## src/rtl/core/fpiw_pkg.sv

```systemverilog
`timescale 1ns / 1ps

package fpiw_pkg;

  localparam int DefMaxDims   = 4;
  localparam int DefIndexBits = 16;
  localparam int DefDigitBits = 8;

  localparam int PackedDims = 4;
  localparam int SizeBits   = 8;
  localparam int StrideBits = 16;
  localparam int FieldBits  = 16;
  localparam int NumDimBits = 3;

  localparam int CfgIdxBits  = 3;
  localparam int CfgDataBits = 64;

  localparam int InDataBits  = 8;
  localparam int OutDataBits = 3 * FieldBits;

  typedef enum logic [CfgIdxBits-1:0] {
    REG_NUM_DIMS  = 3'd0,
    REG_DIM_SIZES = 3'd1,
    REG_STRIDES_A = 3'd2,
    REG_STRIDES_B = 3'd3,
    REG_BASE_A    = 3'd4,
    REG_BASE_B    = 3'd5
  } cfg_reg_e;

  typedef struct packed {
    logic step;
    logic restart;
    logic done;
  } cell_ctrl_t;

endpackage

```

## src/rtl/core/fpiw_cell.sv

```systemverilog
`timescale 1ns / 1ps

module fpiw_cell #(
  parameter int INDEX_BITS = fpiw_pkg::DefIndexBits,
  parameter int DIGIT_BITS = fpiw_pkg::DefDigitBits
) (
  input  logic                            clk_i,
  input  logic                            rst_ni,
  input  fpiw_pkg::cell_ctrl_t            ctrl_i,
  input  logic                            active_i,
  input  logic [fpiw_pkg::SizeBits-1:0]   size_i,
  input  logic [fpiw_pkg::StrideBits-1:0] stride_a_i,
  input  logic [fpiw_pkg::StrideBits-1:0] stride_b_i,
  input  logic                            carry_i,
  input  logic [INDEX_BITS-1:0]           delta_a_i,
  input  logic [INDEX_BITS-1:0]           delta_b_i,
  output logic                            carry_o,
  output logic [INDEX_BITS-1:0]           delta_a_o,
  output logic [INDEX_BITS-1:0]           delta_b_o
);
  import fpiw_pkg::*;

  localparam int CmpBits  = ((DIGIT_BITS > SizeBits) ? DIGIT_BITS : SizeBits) + 1;
  localparam int ProdBits = SizeBits + StrideBits;

  logic [DIGIT_BITS-1:0] dig_q, dig_d, dig_cur;
  logic [SizeBits-1:0]   size_eff, size_m1;
  logic [ProdBits-1:0]   prod_a, prod_b;
  logic [INDEX_BITS-1:0] pull_a, pull_b;
  logic                  wrap, step_here;

  always_comb begin
    dig_cur   = ctrl_i.restart ? '0 : dig_q;
    size_eff  = (size_i == '0) ? SizeBits'(1) : size_i;
    size_m1   = size_eff - SizeBits'(1);
    wrap      = ((CmpBits'(dig_cur) + CmpBits'(1)) >= CmpBits'(size_eff)) || (dig_cur == '1);
    prod_a    = ProdBits'(size_m1) * ProdBits'(stride_a_i);
    prod_b    = ProdBits'(size_m1) * ProdBits'(stride_b_i);
    pull_a    = INDEX_BITS'(prod_a);
    pull_b    = INDEX_BITS'(prod_b);
    step_here = carry_i & active_i;
    carry_o   = active_i ? (carry_i & wrap) : carry_i;
    delta_a_o = delta_a_i;
    delta_b_o = delta_b_i;
    if (step_here) begin
      if (wrap) begin
        delta_a_o = delta_a_i - pull_a;
        delta_b_o = delta_b_i - pull_b;
      end else begin
        delta_a_o = delta_a_i + INDEX_BITS'(stride_a_i);
        delta_b_o = delta_b_i + INDEX_BITS'(stride_b_i);
      end
    end
  end

  always_comb begin
    dig_d = dig_q;
    if (ctrl_i.step) begin
      if (ctrl_i.done) begin
        dig_d = '0;
      end else if (step_here) begin
        dig_d = wrap ? '0 : dig_cur + DIGIT_BITS'(1);
      end else begin
        dig_d = dig_cur;
      end
    end
  end

  always_ff @(posedge clk_i or negedge rst_ni) begin
    if (!rst_ni) begin
      dig_q <= '0;
    end else begin
      dig_q <= dig_d;
    end
  end

endmodule

```

## src/rtl/core/factor_product_index_walker.sv

```systemverilog
`timescale 1ns / 1ps

// A word accepted at one clock edge shows its result on the master side from
// the next cycle on. One word per cycle, while the master side takes or is empty,
// set by the carry chain that runs combinationally through the row of digit cells.
// Reset clears the walk (digits, offsets, entry count) and loads every
// configuration register with its default; no clearing pass is needed.
module factor_product_index_walker #(
  parameter int MAX_DIMS   = fpiw_pkg::DefMaxDims,
  parameter int INDEX_BITS = fpiw_pkg::DefIndexBits,
  parameter int DIGIT_BITS = fpiw_pkg::DefDigitBits
) (
  input  logic                             clk_i,
  input  logic                             rst_ni,
  input  logic                             cfg_we_i,
  input  logic [fpiw_pkg::CfgIdxBits-1:0]  cfg_idx_i,
  input  logic [fpiw_pkg::CfgDataBits-1:0] cfg_data_i,
  input  logic                             s_axis_tvalid,
  output logic                             s_axis_tready,
  // restart at bit 0, zeros above.
  input  logic [fpiw_pkg::InDataBits-1:0]  s_axis_tdata,
  output logic                             m_axis_tvalid,
  input  logic                             m_axis_tready,
  // out_index [15:0], index_a [31:16], index_b [47:32].
  output logic [fpiw_pkg::OutDataBits-1:0] m_axis_tdata,
  output logic                             m_axis_tlast
);
  import fpiw_pkg::*;

  logic [NumDimBits-1:0]       num_dims_q;
  logic [PackedDims*SizeBits-1:0]   dim_sizes_q;
  logic [PackedDims*StrideBits-1:0] strides_a_q, strides_b_q;
  logic [FieldBits-1:0]        base_a_q, base_b_q;

  logic [INDEX_BITS-1:0] off_a_q, off_b_q, entry_q;
  logic [INDEX_BITS-1:0] off_a_cur, off_b_cur, entry_cur;
  logic [INDEX_BITS-1:0] off_a_d, off_b_d, entry_d;

  logic                   m_valid_q;
  logic [OutDataBits-1:0] m_data_q;
  logic                   m_last_q;

  logic       accept, restart, done;
  cell_ctrl_t ctrl;

  logic [MAX_DIMS:0]     carry;
  logic [INDEX_BITS-1:0] delta_a [MAX_DIMS+1];
  logic [INDEX_BITS-1:0] delta_b [MAX_DIMS+1];

  assign s_axis_tready = !m_valid_q || m_axis_tready;
  assign accept        = s_axis_tvalid && s_axis_tready;
  assign restart       = accept && s_axis_tdata[0];

  assign carry[0]   = 1'b1;
  assign delta_a[0] = '0;
  assign delta_b[0] = '0;
  assign done       = carry[MAX_DIMS];

  assign ctrl.step    = accept;
  assign ctrl.restart = restart;
  assign ctrl.done    = done;

  for (genvar d = 0; d < MAX_DIMS; d++) begin : g_cell
    logic [SizeBits-1:0]   size_d;
    logic [StrideBits-1:0] sa_d, sb_d;
    logic                  active_d;

    if (d < PackedDims) begin : g_packed
      assign size_d = dim_sizes_q[d*SizeBits +: SizeBits];
      assign sa_d   = strides_a_q[d*StrideBits +: StrideBits];
      assign sb_d   = strides_b_q[d*StrideBits +: StrideBits];
    end else begin : g_unpacked
      assign size_d = SizeBits'(1);
      assign sa_d   = '0;
      assign sb_d   = '0;
    end

    if (d == 0) begin : g_first
      assign active_d = 1'b1;
    end else begin : g_rest
      assign active_d = num_dims_q > NumDimBits'(d);
    end

    fpiw_cell #(
      .INDEX_BITS(INDEX_BITS),
      .DIGIT_BITS(DIGIT_BITS)
    ) u_cell (
      .clk_i     (clk_i),
      .rst_ni    (rst_ni),
      .ctrl_i    (ctrl),
      .active_i  (active_d),
      .size_i    (size_d),
      .stride_a_i(sa_d),
      .stride_b_i(sb_d),
      .carry_i   (carry[d]),
      .delta_a_i (delta_a[d]),
      .delta_b_i (delta_b[d]),
      .carry_o   (carry[d+1]),
      .delta_a_o (delta_a[d+1]),
      .delta_b_o (delta_b[d+1])
    );
  end

  always_comb begin
    off_a_cur = restart ? '0 : off_a_q;
    off_b_cur = restart ? '0 : off_b_q;
    entry_cur = restart ? '0 : entry_q;
    off_a_d   = off_a_q;
    off_b_d   = off_b_q;
    entry_d   = entry_q;
    if (accept) begin
      if (done) begin
        off_a_d = '0;
        off_b_d = '0;
        entry_d = '0;
      end else begin
        off_a_d = off_a_cur + delta_a[MAX_DIMS];
        off_b_d = off_b_cur + delta_b[MAX_DIMS];
        entry_d = entry_cur + INDEX_BITS'(1);
      end
    end
  end

  always_ff @(posedge clk_i or negedge rst_ni) begin
    if (!rst_ni) begin
      off_a_q <= '0;
      off_b_q <= '0;
      entry_q <= '0;
    end else begin
      off_a_q <= off_a_d;
      off_b_q <= off_b_d;
      entry_q <= entry_d;
    end
  end

  always_ff @(posedge clk_i or negedge rst_ni) begin
    if (!rst_ni) begin
      num_dims_q  <= NumDimBits'(1);
      dim_sizes_q <= {PackedDims{SizeBits'(1)}};
      strides_a_q <= '0;
      strides_b_q <= '0;
      base_a_q    <= '0;
      base_b_q    <= '0;
    end else if (cfg_we_i) begin
      unique case (cfg_idx_i)
        REG_NUM_DIMS:  num_dims_q  <= cfg_data_i[NumDimBits-1:0];
        REG_DIM_SIZES: dim_sizes_q <= cfg_data_i[PackedDims*SizeBits-1:0];
        REG_STRIDES_A: strides_a_q <= cfg_data_i[PackedDims*StrideBits-1:0];
        REG_STRIDES_B: strides_b_q <= cfg_data_i[PackedDims*StrideBits-1:0];
        REG_BASE_A:    base_a_q    <= cfg_data_i[FieldBits-1:0];
        REG_BASE_B:    base_b_q    <= cfg_data_i[FieldBits-1:0];
        default: ;
      endcase
    end
  end

  always_ff @(posedge clk_i or negedge rst_ni) begin
    if (!rst_ni) begin
      m_valid_q <= 1'b0;
    end else if (s_axis_tready) begin
      m_valid_q <= s_axis_tvalid;
    end
  end

  always_ff @(posedge clk_i) begin
    if (accept) begin
      m_data_q <= {base_b_q + FieldBits'(off_b_cur),
                   base_a_q + FieldBits'(off_a_cur),
                   FieldBits'(entry_cur)};
      m_last_q <= done;
    end
  end

  assign m_axis_tvalid = m_valid_q;
  assign m_axis_tdata  = m_data_q;
  assign m_axis_tlast  = m_last_q;

`ifndef SYNTH
  a_done_clears: assert property (@(posedge clk_i) disable iff (!rst_ni)
    accept && done |=> entry_q == '0 && off_a_q == '0 && off_b_q == '0)
    else $error("walk not cleared after its last word");

  a_entry_steps: assert property (@(posedge clk_i) disable iff (!rst_ni)
    accept && !done && !restart |=> entry_q == $past(entry_q) + INDEX_BITS'(1))
    else $error("entry count did not advance by one");

  a_hold_idle: assert property (@(posedge clk_i) disable iff (!rst_ni)
    !accept |=> $stable(entry_q) && $stable(off_a_q) && $stable(off_b_q))
    else $error("walk state moved without an accepted word");

  a_result_follows: assert property (@(posedge clk_i) disable iff (!rst_ni)
    accept |=> m_valid_q && m_last_q == $past(done))
    else $error("accepted word did not produce its result");
`endif

endmodule
```

## config.mk

```make
export PLATFORM = sky130hd
export DESIGN_NAME = factor_product_index_walker
export DESIGN_NICKNAME = d
export VERILOG_FILES = /design/src/rtl/core/fpiw_pkg.sv /design/src/rtl/core/fpiw_cell.sv /design/src/rtl/core/factor_product_index_walker.sv
export SDC_FILE = /design/constraint.sdc
export NUM_CORES = 2
export LEC_CHECK = 0
export BUFFER_PORTS_ARGS = -buffer_cell sky130_fd_sc_hd__buf_2
export CAP_MARGIN = 20
export CORE_MARGIN = 5
export CORE_UTILIZATION = 27
export DETAILED_ROUTE_END_ITERATION = 10
export PLACE_DENSITY_LB_ADDON = 0.12
export SETUP_SLACK_MARGIN = 0.1
export SLEW_MARGIN = 20
export SYNTH_ARGS = -nofsm -noshare
export SYNTH_HDL_FRONTEND = slang
export SYNTH_HIERARCHICAL = 1
export SYNTH_SLANG_ARGS = --single-unit
```

## constraint.sdc

```tcl
create_clock -name clk_i -period 50.6 [get_ports clk_i]
set_input_delay 10.12 -clock clk_i [delete_from_list [all_inputs] [get_ports clk_i]]
set_output_delay 10.12 -clock clk_i [all_outputs]
set_load 0.01 [all_outputs]
```

# Yosys cells after proc, flatten, opt, wreduce, memory -nomap -nowiden
# Index checks and enable logic that the tools add are counted.
# op_classes
n_lt_le_gt_ge,7
div_mod_pow,0
shift,0
eq_ne,9
bitwise,6
addsub,31
multipliers,8
n_reduce_logical,19
mux,42
# ops
cell,n
$mux W16,20
$add A16 B16 Y16,10
$mux W8,19
$mul A8 B16 Y16,8
$sub A16 B16 Y16,6
$add A8 B1 Y9 const B,4
$ge A9 B8 Y1,4
$add A8 B1 Y8 const B,4
$eq A8 B8 Y1 const B,4
$logic_not A8 Y1,4
$sub A1 B16 Y16 const A,2
$sub A8 B1 Y8 const B,4
$add A16 B1 Y16 const B,1
$reduce_and A2 Y1,6
$and A1 B1 Y1,6
$eq A3 B2 Y1 const B,2
$eq A3 B3 Y1 const B,2
$gt A3 B2 Y1 const B,2
$logic_or A1 B1 Y1,5
$eq A3 B1 Y1 const B,1
$gt A3 B1 Y1 const B,1
$logic_not A3 Y1,1
$mux W1,3
$logic_and A1 B1 Y1,2
$logic_not A1 Y1,1
# word_totals
ramBits,0
latch_bits,0
romBits,0
elab_cells,138
register_bits,325
output_inout_bits,51
n_memories,0

# Logic depth before layout (Yosys ltp)
# logic_depth
word_depth,20
ltp_mapped,75
ltp_nobuf,73

# Cells and area by module
# The synthesis kept the hierarchy.
# modules_own_cells
module,n_inst,cells_each,seq_area_each_um2,area_each_um2
factor_product_index_walker,1,1430,7583.5,15638.7
fpiw_cell at g_cell[0].u_cell,1,1201,200.2,9401.5
fpiw_cell at g_cell[1].u_cell,1,1177,200.2,9320.2
fpiw_cell at g_cell[2].u_cell,1,1138,200.2,9303.9
fpiw_cell at g_cell[3].u_cell,1,1155,200.2,9172.5

# Least setup slack after synthesis
# OpenSTA, ideal clock, no wires.
# synth_path
path_type,input -> register
from,in s_axis_tdata[0] (netlist name)
to,reg off_a_q[12]
stages,70
t_required_ns,50.479
slack_ns,24.404
arrival_time_ns,26.075
path_cell_list,buf_2 > and2_1 > buf_4 > nand2_2 > inv_2 > clkbuf_1 > clkbuf_1 > clkbuf_1 > nor2_1 > ha_1 > ha_1 > a21o_1 > a21o_1 > a211oi_1 > o21ai_0 > a21oi_1 > clkbuf_1 > buf_2 > [34 not listed] > inv_1 > fa_1 > inv_1 > ha_1 > o41ai_1 > xor2_1 > nand2_1 > o21ai_0 > o21ai_0 > buf_1 > xor2_1 > a21oi_1 > nor2_1 > a31oi_1 > nor3_1 > a21oi_1 > xnor2_1 > a22o_1
# synth_lines
element,line,source
start: declaration,factor_product_index_walker.sv:21,"input logic [fpiw_pkg::InDataBits-1:0] s_axis_tdata,"
end signal: assignment,factor_product_index_walker.sv:126,off_a_q <= '0;
end signal: assignment,factor_product_index_walker.sv:130,off_a_q <= off_a_d;
end: declaration,factor_product_index_walker.sv:35,"logic [INDEX_BITS-1:0] off_a_q, off_b_q, entry_q;"

==> results.json <==
{
  "hold_viol": 0,
  "yosysTopAreaCellShare_pct": 22.20,
  "syn_area_um2": 52840,
  "cts.root.buffer_cell": "clkbuf_16",
  "fp-row-count": 162,
  "grt_pass1_vias": 44260,
  "maxSlewHeadroom_pct": 22.26,
  "cts_tree": "done",
  "fin_util_pct": 30.30,
  "h-tree-depth": 2,
  "clock_path_buffers": 3,
  "reg2reg_slack_ns": 30.45,
  "synth_top_cells_by_area": "fa_1, dfrtp_1, ha_1",
  "finalCritPeriodShare_pct": 59.17,
  "drv_cap": 0,
  "cts_sinks": 325,
  "nets": 7356,
  "drc": 0,
  "clkTransAtPathRegs_ns": 0.06,
  "synth-seq-cells": 325,
  "initial_core_util_pct": 27.13,
  "routabilityCongestion": 0.8050,
  "cpPeakStageDelay_ns": 0.85,
  "synthMostInstantiatedCell": "inv_1",
  "path_class": "input pin to flop",
  "drt_iter0_drc": 2434,
  "viasPerCell": 4.777,
  "min_path_cells": 2,
  "hold_buffers": 0,
  "area_growth_pct": 11.72,
  "final-setup-viol-count": 0,
  "slowest_stage": "o21ai_0",
  "critPathCaptureType": "flop",
  "required_ns": 51.13,
  "worstPathMaxFanout": 44,
  "antenna_found_initial": 6,
  "max_freq_mhz": 33.40,
  "seq_area_frac_synth_pct": 15.87,
  "post_cts_buffers": 0,
  "drive_gt1_share_pct": 10.14,
  "syn_area_per_cell_um2": 8.660,
  "synth_edf_count": 49,
  "yosys_most_used_dff": "dfrtp_1",
  "fin_worst_skew_ns": 0.04949,
  "syn_inst": 6101,
  "io_buffers": 123,
  "rr_worst_depth": 68,
  "yosysTopAreaCell": "fa_1",
  "wirelength_um": 178600,
  "yosys_warnings": 6,
  "cts_resized": 0,
  "startpoint_type": "input pin",
  "wl_per_cell_um": 19.99,
  "cpMostUsedCell": "fa_1",
  "worstMarginPinSlew_ns": 1.154,
  "die_y_um": 452.4,
  "min_period_ns": 29.94,
  "dpl.hpwl_um": 138600,
  "grt_use_total_pct": 17.48,
  "rsz0062_at_grt": "false",
  "dr.pass1.iters": 7,
  "core_area_um2": 194800,
  "clock_latency_ns": 0.67,
  "ant_nets": 0,
  "yosys-top-cells-count": "inv_1, nand2_1, fa_1",
  "io_pins": 131,
  "grt_pass1_wl_um": 277000,
  "arrival_ns": 30.47,
  "die_x_um": 452.4,
  "cts_buffers": 49,
  "nFillCells": 20780,
  "worst_slack_ns": 20.66,
  "async_reset_ff_share_pct": 84.92,
  "grt_max_degree": 78,
  "setup-tns-final_ns": 0,
  "dieArea_um2": 204600,
  "gr-total-overflow": 0,
  "finalMaxSlewViolations": 0,
  "post-place-ws_ns": 19.84,
  "ys_types": 118,
  "worst_hold_path_type": "flop to flop",
  "vias": 42690,
  "status": "completed"
}
==> critical path, delay by kind of cell <==
kind | cells | cell delay, ns
AO/OA/AOI/OAI | 19 | 6.36
XOR/XNOR | 3 | 0.39
adder cells (fa/ha/maj) | 17 | 7.90
multiplexers | 3 | 0.68
buffers and inverters | 10 | 2.11
AND/OR/NAND/NOR | 15 | 2.79
==> flip-flops by register name, summed over array words and instances, names as in the netlist <==
signal,cells
base_a_q,16
base_b_q,16
dim_sizes_q,32
entry_q,16
g_cell.u_cell/dig_q,32
m_axis_tdata,48
m_axis_tlast,1
m_axis_tvalid,1
num_dims_q,3
off_a_q,16
off_b_q,16
strides_a_q,64
strides_b_q,64
==> worst paths after layout <==
kind / from / end
worst max-delay path: s_axis_tdata[0] / off_b_q[15]
worst min-delay path: off_b_q[13] / off_b_q[13]
worst max register to register: dim_sizes_q[7] / off_b_q[15]
worst min register to register: off_b_q[13] / off_b_q[13]
max in group asynchronous: rst_ni / off_a_q[6]
min in group asynchronous: rst_ni / g_cell[2].u_cell/dig_q[2]
==> metal layers <==
metal	part of all wire, %	up-vias	GRT usage (%)
li1	-	20490	-
met1	48	21500	24.45
met2	48	571	30.00
met3	2.6	128	1.419
met4	1.5	2	2.836
met5	0.0073	-	0
==> logic make-up after synthesis <==
family          after synthesis  share of synthesized area [%]
mux                         239                          4.994
compound gates             1139                          13.99
flops                       325                          15.87
other cells                   2                        0.01421
xor+xnor                    426                          7.445
buf+inv                    1029                          7.495
fa+ha+maj                  1029                          32.59
simple gates               1912                          17.61
==> cell usage in the layout (no fill, tap or decap), types with 22 or more instances in the layout <==
master,synthesis,routed
nand2_1,767,765
inv_1,780,779
and3_1,25,25
nor3_1,96,95
buf_2,26,122
nor2b_1,61,61
xnor2_1,296,296
mux2i_1,44,41
nand2b_1,59,59
a31oi_1,66,64
clkbuf_16,0,49
buf_4,3,128
o211ai_1,27,27
o21ai_0,279,262
edfxtp_1,49,49
conb_1,2,116
a211oi_1,32,32
nor2_1,286,285
mux2_2,194,194
a21oi_1,253,249
o21ai_1,29,40
dfrtp_1,271,271
fa_1,586,586
and2_1,387,387
or3_1,34,34
a22oi_1,22,22
xor2_1,113,113
ha_1,419,419
o22ai_1,36,36
o21a_1,68,68
a22o_1,23,23
a21o_1,65,65
nand3_1,83,82
o31ai_1,35,35
==> layout make-up <==
type | instances | area, µm² | area share [%]
clock inverters | 26 | 412.9 | 0.6995
clock buffers | 64 | 1333 | 2.257
inverters | 783 | 2942 | 4.983
repair buffers | 251 | 1587 | 2.688
diodes | 1 | 2.502 | 0.004239
flip-flops and latches | 325 | 8384 | 14.20
multi-input cells | 4861 | 41090 | 69.60
well taps | 2624 | 3283 | 5.562
==> metrics by stage <==
stage               std cells  cell area [µm²]  hold WS (ns)
finish                   8935            59030        0.4688
detailed placement       8844            57280        0.4577
global route             8934            59030        0.4997
floorplan                6215            53260        0.4375
CTS                      8934            59030        0.4711
global placement         8843            57270        0.4539
Power is not shown: default switching activity piles up to over one toggle a cycle in this logic, so the estimate is an artifact.
